## src/rtl/core/u8dfa_pkg.sv

```systemverilog
package u8dfa_pkg;

   // One input item: a raw byte and the restart flag.
   typedef struct packed {
      logic [7:0] data_byte;
      logic       restart;
   } req_type;

   // One result item.
   typedef struct packed {
      logic [1:0]  status;
      logic [20:0] code_point;
      logic [3:0]  decoder_state;
   } rsp_type;

   // An item after classification, as it waits in the queue.
   typedef struct packed {
      logic [7:0] data_byte;
      logic       restart;
      logic [3:0] byte_class;
   } entry_type;

   typedef struct packed {
      logic full;
      logic empty;
   } queue_status_type;

   localparam int QueueDepth = 2;
   localparam int QueuePtrWidth = (QueueDepth > 1) ? $clog2(QueueDepth) : 1;
   localparam int QueueCountWidth = $clog2(QueueDepth + 1);

   localparam logic [3:0] StateAccept = 4'd0;
   localparam logic [3:0] StateReject = 4'd1;
   localparam logic [3:0] StateLast   = 4'd8;

   localparam logic [1:0] StatusIncomplete = 2'd0;
   localparam logic [1:0] StatusComplete   = 2'd1;
   localparam logic [1:0] StatusInvalid    = 2'd2;

   localparam logic [7:0] ContMask = 8'h3F;

   // Next state, indexed by current state and byte class.
   localparam logic [3:0] StepTable [0:8][0:15] = '{
      '{4'd0, 4'd1, 4'd2, 4'd3, 4'd5, 4'd8, 4'd7, 4'd1,
        4'd1, 4'd1, 4'd4, 4'd6, 4'd1, 4'd1, 4'd1, 4'd1},
      '{4'd1, 4'd1, 4'd1, 4'd1, 4'd1, 4'd1, 4'd1, 4'd1,
        4'd1, 4'd1, 4'd1, 4'd1, 4'd1, 4'd1, 4'd1, 4'd1},
      '{4'd1, 4'd0, 4'd1, 4'd1, 4'd1, 4'd1, 4'd1, 4'd0,
        4'd1, 4'd0, 4'd1, 4'd1, 4'd1, 4'd1, 4'd1, 4'd1},
      '{4'd1, 4'd2, 4'd1, 4'd1, 4'd1, 4'd1, 4'd1, 4'd2,
        4'd1, 4'd2, 4'd1, 4'd1, 4'd1, 4'd1, 4'd1, 4'd1},
      '{4'd1, 4'd1, 4'd1, 4'd1, 4'd1, 4'd1, 4'd1, 4'd2,
        4'd1, 4'd1, 4'd1, 4'd1, 4'd1, 4'd1, 4'd1, 4'd1},
      '{4'd1, 4'd2, 4'd1, 4'd1, 4'd1, 4'd1, 4'd1, 4'd1,
        4'd1, 4'd2, 4'd1, 4'd1, 4'd1, 4'd1, 4'd1, 4'd1},
      '{4'd1, 4'd1, 4'd1, 4'd1, 4'd1, 4'd1, 4'd1, 4'd3,
        4'd1, 4'd3, 4'd1, 4'd1, 4'd1, 4'd1, 4'd1, 4'd1},
      '{4'd1, 4'd3, 4'd1, 4'd1, 4'd1, 4'd1, 4'd1, 4'd3,
        4'd1, 4'd3, 4'd1, 4'd1, 4'd1, 4'd1, 4'd1, 4'd1},
      '{4'd1, 4'd3, 4'd1, 4'd1, 4'd1, 4'd1, 4'd1, 4'd1,
        4'd1, 4'd1, 4'd1, 4'd1, 4'd1, 4'd1, 4'd1, 4'd1}
   };

   function automatic logic [3:0] classify(input logic [7:0] b);
      logic [3:0] cls;
      if (b < 8'h80) begin
         cls = 4'd0;
      end else if (b < 8'h90) begin
         cls = 4'd1;
      end else if (b < 8'hA0) begin
         cls = 4'd9;
      end else if (b < 8'hC0) begin
         cls = 4'd7;
      end else if (b < 8'hC2) begin
         cls = 4'd8;
      end else if (b < 8'hE0) begin
         cls = 4'd2;
      end else if (b == 8'hE0) begin
         cls = 4'd10;
      end else if (b == 8'hED) begin
         cls = 4'd4;
      end else if (b < 8'hF0) begin
         cls = 4'd3;
      end else if (b == 8'hF0) begin
         cls = 4'd11;
      end else if (b < 8'hF4) begin
         cls = 4'd6;
      end else if (b == 8'hF4) begin
         cls = 4'd5;
      end else begin
         cls = 4'd8;
      end
      return cls;
   endfunction

endpackage

```

## src/rtl/core/utf8_dfa_decoder_core.sv

```systemverilog
// Strict UTF-8 decoder: one byte in, one status/code point result out.
// A byte accepted is written into the queue, then registered into the result register that drives rsp_valid.
// Throughput: one byte per cycle while rsp_stall is low; the DFA step reads the state register and writes it back.
// A two-entry queue between the classifier and the DFA holds bytes while the result is stalled.
// Reset (synchronous, active high) empties the queue and output, and puts the DFA in accept.
module utf8_dfa_decoder_core (
   input  logic                 clock,
   input  logic                 reset,
   input  logic                 req_valid,
   output logic                 req_stall,
   input  u8dfa_pkg::req_type   req_data,
   output logic                 rsp_valid,
   input  logic                 rsp_stall,
   output u8dfa_pkg::rsp_type   rsp_data
);

   u8dfa_pkg::queue_status_type  queue_status;
   u8dfa_pkg::entry_type         push_entry;
   u8dfa_pkg::entry_type         head;
   logic                         push;
   logic                         pop;

   u8dfa_front u_front (
      .req_valid    (req_valid),
      .req_data     (req_data),
      .queue_status (queue_status),
      .req_stall    (req_stall),
      .push         (push),
      .push_entry   (push_entry)
   );

   u8dfa_queue u_queue (
      .clock        (clock),
      .reset        (reset),
      .push         (push),
      .push_entry   (push_entry),
      .pop          (pop),
      .head         (head),
      .queue_status (queue_status)
   );

   u8dfa_back u_back (
      .clock        (clock),
      .reset        (reset),
      .head         (head),
      .queue_status (queue_status),
      .pop          (pop),
      .rsp_stall    (rsp_stall),
      .rsp_valid    (rsp_valid),
      .rsp_data     (rsp_data)
   );

endmodule

```

## src/rtl/core/u8dfa_front.sv

```systemverilog
module u8dfa_front (
   input  logic                         req_valid,
   input  u8dfa_pkg::req_type           req_data,
   input  u8dfa_pkg::queue_status_type  queue_status,
   output logic                         req_stall,
   output logic                         push,
   output u8dfa_pkg::entry_type         push_entry
);

   // The byte class is worked out here so that the back end only does the table step.
   always_comb begin
      req_stall             = queue_status.full;
      push                  = req_valid & ~queue_status.full;
      push_entry.data_byte  = req_data.data_byte;
      push_entry.restart    = req_data.restart;
      push_entry.byte_class = u8dfa_pkg::classify(req_data.data_byte);
   end

endmodule

```

## src/rtl/core/u8dfa_queue.sv

```systemverilog
module u8dfa_queue (
   input  logic                         clock,
   input  logic                         reset,
   input  logic                         push,
   input  u8dfa_pkg::entry_type         push_entry,
   input  logic                         pop,
   output u8dfa_pkg::entry_type         head,
   output u8dfa_pkg::queue_status_type  queue_status
);

   localparam logic [u8dfa_pkg::QueuePtrWidth-1:0] LastPtr =
      u8dfa_pkg::QueuePtrWidth'(u8dfa_pkg::QueueDepth - 1);
   localparam logic [u8dfa_pkg::QueueCountWidth-1:0] FullCount =
      u8dfa_pkg::QueueCountWidth'(u8dfa_pkg::QueueDepth);

   u8dfa_pkg::entry_type entry_ff [u8dfa_pkg::QueueDepth];
   logic [u8dfa_pkg::QueuePtrWidth-1:0]   wr_ptr_ff, wr_ptr_in;
   logic [u8dfa_pkg::QueuePtrWidth-1:0]   rd_ptr_ff, rd_ptr_in;
   logic [u8dfa_pkg::QueueCountWidth-1:0] count_ff, count_in;

   always_comb begin
      wr_ptr_in = wr_ptr_ff;
      rd_ptr_in = rd_ptr_ff;
      count_in  = count_ff;
      if (push) begin
         wr_ptr_in = (wr_ptr_ff == LastPtr) ? '0 : wr_ptr_ff + 1'b1;
      end
      if (pop) begin
         rd_ptr_in = (rd_ptr_ff == LastPtr) ? '0 : rd_ptr_ff + 1'b1;
      end
      if (push && !pop) begin
         count_in = count_ff + 1'b1;
      end else if (pop && !push) begin
         count_in = count_ff - 1'b1;
      end
   end

   always_ff @(posedge clock) begin
      if (reset) begin
         wr_ptr_ff <= '0;
         rd_ptr_ff <= '0;
         count_ff  <= '0;
      end else begin
         wr_ptr_ff <= wr_ptr_in;
         rd_ptr_ff <= rd_ptr_in;
         count_ff  <= count_in;
      end
   end

   always_ff @(posedge clock) begin
      if (push) begin
         entry_ff[wr_ptr_ff] <= push_entry;
      end
   end

   always_comb begin
      head               = entry_ff[rd_ptr_ff];
      queue_status.full  = (count_ff == FullCount);
      queue_status.empty = (count_ff == '0);
   end

   property p_no_overflow;
      @(posedge clock) disable iff (reset) queue_status.full |-> !push;
   endproperty
   a_no_overflow: assert property (p_no_overflow)
      else $error("item pushed into a full queue");

   property p_no_underflow;
      @(posedge clock) disable iff (reset) queue_status.empty |-> !pop;
   endproperty
   a_no_underflow: assert property (p_no_underflow)
      else $error("item popped from an empty queue");

   property p_count_range;
      @(posedge clock) disable iff (reset) count_ff <= FullCount;
   endproperty
   a_count_range: assert property (p_count_range)
      else $error("queue count beyond its depth");

endmodule

```

## src/rtl/core/u8dfa_back.sv

```systemverilog
module u8dfa_back (
   input  logic                         clock,
   input  logic                         reset,
   input  u8dfa_pkg::entry_type         head,
   input  u8dfa_pkg::queue_status_type  queue_status,
   output logic                         pop,
   input  logic                         rsp_stall,
   output logic                         rsp_valid,
   output u8dfa_pkg::rsp_type           rsp_data
);

   logic [3:0]          dfa_state_ff, dfa_state_in;
   logic [20:0]         partial_ff, partial_in;
   logic                rsp_valid_ff, rsp_valid_in;
   u8dfa_pkg::rsp_type  rsp_data_ff, rsp_data_in;

   logic [3:0]  cur_state;
   logic [20:0] cur_partial;
   logic [3:0]  next_state;
   logic        load;

   always_comb begin
      load = ~rsp_valid_ff | ~rsp_stall;
      pop  = load & ~queue_status.empty;

      // A restart acts as though the decoder had just come out of reset.
      cur_state   = head.restart ? u8dfa_pkg::StateAccept : dfa_state_ff;
      cur_partial = head.restart ? '0 : partial_ff;

      if (cur_state != u8dfa_pkg::StateAccept) begin
         partial_in = {cur_partial[14:0], head.data_byte[5:0] & u8dfa_pkg::ContMask[5:0]};
      end else begin
         partial_in = {13'd0, (8'hFF >> head.byte_class) & head.data_byte};
      end

      if (cur_state > u8dfa_pkg::StateLast) begin
         next_state = u8dfa_pkg::StateReject;
      end else begin
         next_state = u8dfa_pkg::StepTable[cur_state][head.byte_class];
      end
      dfa_state_in = next_state;

      rsp_data_in.decoder_state = next_state;
      rsp_data_in.code_point    = '0;
      if (next_state == u8dfa_pkg::StateAccept) begin
         rsp_data_in.status     = u8dfa_pkg::StatusComplete;
         rsp_data_in.code_point = partial_in;
      end else if (next_state == u8dfa_pkg::StateReject) begin
         rsp_data_in.status = u8dfa_pkg::StatusInvalid;
      end else begin
         rsp_data_in.status = u8dfa_pkg::StatusIncomplete;
      end

      rsp_valid_in = load ? pop : rsp_valid_ff;
   end

   always_ff @(posedge clock) begin
      if (reset) begin
         dfa_state_ff <= u8dfa_pkg::StateAccept;
         partial_ff   <= '0;
         rsp_valid_ff <= 1'b0;
      end else begin
         rsp_valid_ff <= rsp_valid_in;
         if (pop) begin
            dfa_state_ff <= dfa_state_in;
            partial_ff   <= partial_in;
         end
      end
   end

   always_ff @(posedge clock) begin
      if (pop) begin
         rsp_data_ff <= rsp_data_in;
      end
   end

   assign rsp_valid = rsp_valid_ff;
   assign rsp_data  = rsp_data_ff;

   property p_reject_sticky;
      @(posedge clock) disable iff (reset)
         (pop && !head.restart && dfa_state_ff == u8dfa_pkg::StateReject)
         |=> (dfa_state_ff == u8dfa_pkg::StateReject);
   endproperty
   a_reject_sticky: assert property (p_reject_sticky)
      else $error("decoder left the reject state without a restart");

   property p_status_matches_state;
      @(posedge clock) disable iff (reset)
         rsp_valid_ff |->
            ((rsp_data_ff.status == u8dfa_pkg::StatusComplete) ==
             (rsp_data_ff.decoder_state == u8dfa_pkg::StateAccept));
   endproperty
   a_status_matches_state: assert property (p_status_matches_state)
      else $error("result status disagrees with decoder state");

   property p_code_point_cleared;
      @(posedge clock) disable iff (reset)
         (rsp_valid_ff && rsp_data_ff.status != u8dfa_pkg::StatusComplete)
         |-> (rsp_data_ff.code_point == '0);
   endproperty
   a_code_point_cleared: assert property (p_code_point_cleared)
      else $error("code point not cleared on an incomplete or invalid item");

endmodule
```

## config.mk

```make
export PLATFORM = sky130hd
export DESIGN_NAME = utf8_dfa_decoder_core
export DESIGN_NICKNAME = d
export VERILOG_FILES = /design/src/rtl/core/u8dfa_pkg.sv /design/src/rtl/core/utf8_dfa_decoder_core.sv /design/src/rtl/core/u8dfa_front.sv /design/src/rtl/core/u8dfa_queue.sv /design/src/rtl/core/u8dfa_back.sv
export SDC_FILE = /design/constraint.sdc
export NUM_CORES = 1
export LEC_CHECK = 0
export BUFFER_PORTS_ARGS = -buffer_cell sky130_fd_sc_hd__buf_2
export CORE_AREA = 2 2 68 118
export DETAILED_ROUTE_END_ITERATION = 16
export DIE_AREA = 0 0 70 120
export PLACE_DENSITY = 0.69
export REMOVE_ABC_BUFFERS = 1
export SKIP_LAST_GASP = 1
export SLEW_MARGIN = 0
export SYNTH_ARGS = -nofsm -noshare
export SYNTH_HDL_FRONTEND = slang
export SYNTH_SLANG_ARGS = --single-unit
```

## constraint.sdc

```tcl
create_clock -name clock -period 2.7 [get_ports clock]
set_input_delay 0.135 -clock clock [delete_from_list [all_inputs] [get_ports clock]]
set_output_delay 0.135 -clock clock [all_outputs]
set_load 0.005 [all_outputs]
```

Yosys cells after proc, flatten, opt, wreduce, memory -nomap -nowiden
Memories as Yosys holds them, arrays and structs flattened. A register that Yosys moved wholly into a read port is not among the register bits.
Cells that the tools add are included.
{"block": "totals", "inputBits": 13, "out_inout_bits": 29, "mem_bits_rw": 26, "n_memories": 2, "mem_bits_ro": 1024, "regBits": 51}
{"block": "classes", "reduce_logical": 8, "add_sub_neg": 4, "muxes": 30, "n_eq_ne": 6, "bitwise": 10, "shift": 1, "order_cmp": 11}
{"name": "(name not given)", "depth": 16, "word_bits": 64, "rd": 1, "rd_ports_with_merged_regs": 0, "wr": 0, "line_no": "u8dfa_back.sv:39", "text": "next_state = u8dfa_pkg::StepTable[cur_state][head.byte_class];"}
{"name": "u_queue.entry_ff", "depth": 2, "word_bits": 13, "rd": 1, "rd_ports_with_merged_regs": 1, "wr": 1, "line_no": "u8dfa_queue.sv:16", "text": "u8dfa_pkg::entry_type entry_ff [u8dfa_pkg::QueueDepth];"}
{"operator": "two-way mux 64 bit", "n": 2}
{"operator": "less-than comparator 8 bit (second input constant)", "n": 8}
{"operator": "two-way mux 4 bit", "n": 16}
{"operator": "equality test 8 bit (second input constant)", "n": 4}
{"operator": "two-way mux 21 bit", "n": 1}
{"operator": "binary-select mux 4 bit (select 4 bit)", "n": 1}
{"operator": "two-way mux 15 bit", "n": 1}
{"operator": ">= comparator 5 bit (second input constant)", "n": 2}
{"operator": "NOT 4 -> 5 bit", "n": 2}
{"operator": "bitwise AND 8 bit", "n": 1}
{"operator": ">> shifter 8 x 4 -> 8 bit (first input constant)", "n": 1}
{"operator": "two-way mux 1 bit", "n": 6}
{"operator": "two-way mux 2 bit", "n": 3}
{"operator": "equality test 4 x 1 -> 1 bit (second input constant)", "n": 1}
{"operator": "greater-than comparator 4 bit (second input constant)", "n": 1}
{"operator": "zero test 4 bit", "n": 1}
{"operator": "NOT 1 bit", "n": 4}
{"operator": "nonzero test 4 bit", "n": 1}
{"operator": "adder 1 bit (second input constant)", "n": 2}
{"operator": "adder 2 x 1 -> 2 bit (second input constant)", "n": 1}
{"operator": "bitwise AND 1 bit", "n": 2}
{"operator": "equality test 2 bit (second input constant)", "n": 1}
{"operator": "logical AND 1 bit", "n": 2}
{"operator": "zero test 1 bit", "n": 2}
{"operator": "4 further kinds", "n": 4}

Logic depth before layout (Yosys ltp)
{"block": "depth", "word_depth": 13, "depth_mapped": 8, "depth_no_buf": 7}

By module
A second synthesis with hierarchy kept.
{"block": "unflattened", "hier_cells": 321, "area_unflattened_um2": 3649.8}
{"mod": "u8dfa_back", "cells_per_inst": 218, "seq_area_each_um2": 1211.2, "area_each_um2": 2228.4, "instances": 1}
{"mod": "u8dfa_queue", "cells_per_inst": 62, "seq_area_each_um2": 880.8, "area_each_um2": 1139.8, "instances": 1}
{"mod": "u8dfa_front", "cells_per_inst": 41, "seq_area_each_um2": 0.0, "area_each_um2": 281.5, "instances": 1}

Worst setup path after synthesis
Ideal clock, no wire load.
{"block": "synth_timing", "path_type": "register to register", "startpoint": "register u_queue.count_ff[0] in the netlist's numbering", "endpoint": "register u_back.partial_ff[1]", "path_stages_with_launch": 6, "t_arrival_ps": 2104, "path_slack_ps": 526, "required_ps": 2630, "path_buffers": 1, "period_less_slack_ps": 2174, "path_cell_list": "dfxtp_1 o21ai_1 inv_1 clkbuf_1 o2111ai_1 a21oi_1"}
{"block": "synth_between", "elab_chain_cells": 3}
{"element": "start, declared", "line_no": "u8dfa_queue.sv:19", "text": "logic [u8dfa_pkg::QueueCountWidth-1:0] count_ff, count_in;"}
{"element": "start signal, assigned", "line_no": "u8dfa_queue.sv:46", "text": "count_ff <= count_in;"}
{"element": "zero test 2 bit", "line_no": "u8dfa_queue.sv:59", "text": "queue_status.empty = (count_ff == '0);"}
{"element": "NOT 1 bit", "line_no": "u8dfa_back.sv:24", "text": "pop = load & ~queue_status.empty;"}
{"element": "bitwise AND 1 bit", "line_no": "u8dfa_back.sv:24"}
{"element": "net pop", "line_no": "utf8_dfa_decoder_core.sv:21", "text": "logic pop;"}
{"element": "end signal, assigned", "line_no": "u8dfa_back.sv:66", "text": "partial_ff <= partial_in;"}
{"element": "end, declared", "line_no": "u8dfa_back.sv:13", "text": "logic [20:0] partial_ff, partial_in;"}
The timed path passes the listed nets, and every way through them passes these cells.
A chain may end at the register's enable or synchronous reset.

==> summary.txt <==
Outcome
  – Status: complete, no violations

Timing
  – Maximum clock rate: about 400 MHz
  – Worst-Margin Slew: slightly above 600 ps
  – RSZ-0062 raised after global routing: no
  – Fin. max-slew vios: 0
  – Final setup TNS: 0 ps
  – Worst Skew: about 13 ps
  – Endpoints failing hold: 0
  – Hold_ws: roughly 45 ps
  – Final worst-path cycle share: 0.917
  – Fin worst setup slack: between 200 and 250 ps
  – Slew HR: 0.596
  – Final min period: about 2500 ps
  – Setup violations, final: 0

Die
  – Die ar.: 8400 sq um
  – Die X: ~70 um
  – Io pins: 42
  – Initial Util: 0.491
  – FP Rows: 42
  – CORE AREA: between 7000 and 8000 sq um
  – Die span in y: about 120 um

Drt
  – DRT antenna net count: 0
  – Avg WL per Cell: 15.7 um
  – First-pass iteration count of the detailed router: 4
  – Final WL: 7.42 mm
  – DRC errors left: 0
  – Via Count: ~2800
  – 1st-iter DRT viols: around 240
  – Drt via density: 5.85

Setup path
  – Critical Path RT: about 2900 ps
  – CP Max Fanout: 24
  – Setup CP Type: flop to flop
  – Crit. End Element: flop
  – Type of origin of the critical path: flop
  – Worst EP arrival: about 2600 ps

GRT
  – Total gr overflow: 0
  – Tot GR Track Use: 0.192
  – Largest net degree at the start of global routing: 35
  – Antenna violations before repair: 0
  – First-pass GRT wire length: approximately 13 mm
  – Vias in the first global route: around 2700

CTS
  – TritonCTS Buffers: 9
  – Skew-Pair Late Insertion Delay: 340 ps
  – CTS tree: yes
  – Clock Sinks: 78
  – H-Tree Depth: 3
  – Root Buffer: clkbuf_16
  – Longest Clk Path Bufs: 2
  – Clock transition at the registers of the reported paths: approximately 60 ps
  – Post-CTS setup buffer count: 0

Layout
  – Cell area after layout: about 4300 sq um
  – Nets: ~390
  – Most common cell after layout, fill and taps aside: edfxtp_1
  – Area Overhead vs Synth: 16.9%
  – Number of antenna diodes: 0
  – Non-filler instance count after layout: between 400 and 500
  – Most frequent cells in the layout: edfxtp_1 (53), buf_2 (41), nand2_1 (27)
  – Share of cells above drive strength 1: 0.206

Synth
  – Post-synthesis sequential area ratio: 0.571
  – Post-synth ARST share: 0
  – Synth warnings: 0
  – Compound-Gate Fraction of Synth Area: 0.131
  – Post-synth top flop: edfxtp_1
  – Largest family of logic cells by synthesized area: simple AND/OR/NAND/NOR gates
  – Synthesized flop and latch total: 78
  – Post-Synth XOR/XNOR Area: 0.00956
  – Post-synthesis adder-cell area fraction: 0.00341
  – Cell area after synthesis: around 3700 sq um
  – Syn Area/Cell: between 10 and 15 sq um
  – Fraction of synthesized area in multiplexers: 0.0557
  – Syn Inst Count: 337
  – Number of synthesized flops with an enable pin: 53
  – Simple logic cell fraction of the synthesized area: 0.192
  – Synth unique cells: 59

Power and ir drop
  – Leak: ~1.5 nW
  – Worst VDD drop: roughly 0.5 mV
  – PD cells: roughly 1100 nW/um^2

Job
  – Maxcap violations: 0

Min path
  – Hold Crit Class: primary input to flop

Placement
  – Detailed Place HPWL: between 5 and 6 mm
  – Gpl congestion: between 0.8 and 0.9
  – Placed Area: about 4000 sq um
  – Post-place setup slack: around 230 ps
  – Inst Count DP: 455
  – IO buf count: 41
-- report_power, final --
part           switching (mW)  total (mW)  leakage [nW]  internal [mW]
clock                   0.441        1.20         0.149          0.758
combinational            1.17        1.85         0.676          0.680
sequential              0.172        1.87         0.715           1.70
total                    1.78        4.91          1.54           3.13
-- metal layers --
metal / track usage / up-vias / part of all wire
li1: - / 1354 / -
met1: 0.195 / 1317 / 0.38
met2: 0.343 / 72 / 0.56
met3: 0.0470 / 16 / 0.035
met4: 0.123 / 0 / 0.031
met5: 0 / - / 0
-- sequential cells by signal, indices dropped and copies added, names as in the netlist, named ones only --
signal and flops:
u_back.partial_ff 15, u_queue.rd_ptr_ff 1, u_back.dfa_state_ff 4, u_queue.count_ff 2, u_back.rsp_valid 1, u_queue.wr_ptr_ff 1, u_queue.entry_ff 26, u_back.rsp_data 27
-- worst max-delay path: stages (launching register included) --
cell and delay (ps):
dfxtp_1 550, mux2_2 460, o21ai_0 280, a21oi_1 150, o32a_4 510, nor4b_1 340
-- per-stage QoR --
stage / total power [mW] / util
finish: 4.91 / 0.574
global route: 5.21 / 0.574
CTS: 4.96 / 0.574
detailed placement: 3.75 / 0.531
global placement: 3.71 / 0.531
floorplan: 3.05 / -
-- path summary, 6_finish.rpt --
check	startpoint	to	slack, ps	depth (start not counted)
max reg2reg	flop	u_back.rsp_data[4]$_SDFFCE_PP0P_	220	5
max	flop	u_back.rsp_data[4]$_SDFFCE_PP0P_	220	5
min	req_data[5]	u_queue.entry_ff[0][9]$_DFFE_PP_	40	1
min reg2reg	u_back.partial_ff[9]$_SDFFE_PP0P_	u_back.partial_ff[9]$_SDFFE_PP0P_	450	2
-- logic make-up (layout without fill, tap and decap cells) --
logic type	Yosys count	count (layout)
buffers and inverters	30	77
DFF	78	78
AOI/OAI and AO/OA	73	73
and+or+nand+nor	133	133
muxes	18	18
adders and majority gates	1	1
xor gates and xnor gates	4	4
-- cells in the mapped netlist, drive strengths merged (4+ instances only) --
library cell / n / area (sq um)
nand3: 25 / 125
edfxtp: 53 / 1590
nor4: 7 / 56.3
mux2i: 12 / 133
nand2: 27 / 101
o21ai: 16 / 83.8
clkbuf: 14 / 52.6
inv: 9 / 33.8
a211oi: 4 / 30.0
nand2b: 5 / 31.3
a21oi: 24 / 120
mux2: 6 / 71.3
nor2: 21 / 78.8
nor3: 22 / 110
buf: 7 / 50.1
nor4b: 5 / 50.0
dfxtp: 25 / 500
-- cell type report --
class | count | area [sq um]
clock buffer | 14 | 297
inverter | 9 | 33.8
multi-input combinational | 229 | 1440
tap | 88 | 110
timing repair buffer | 52 | 303
clock inverter | 2 | 12.5
sequential | 78 | 2090
fill | 685 | 3180
-- what timing repair did --
action                                 4_1_cts  5_1_grt
hold buffers                                 1        0
gates resized for setup                      0        0
endpoints found under the hold margin        2        0
(Power assumes the default switching activity.)
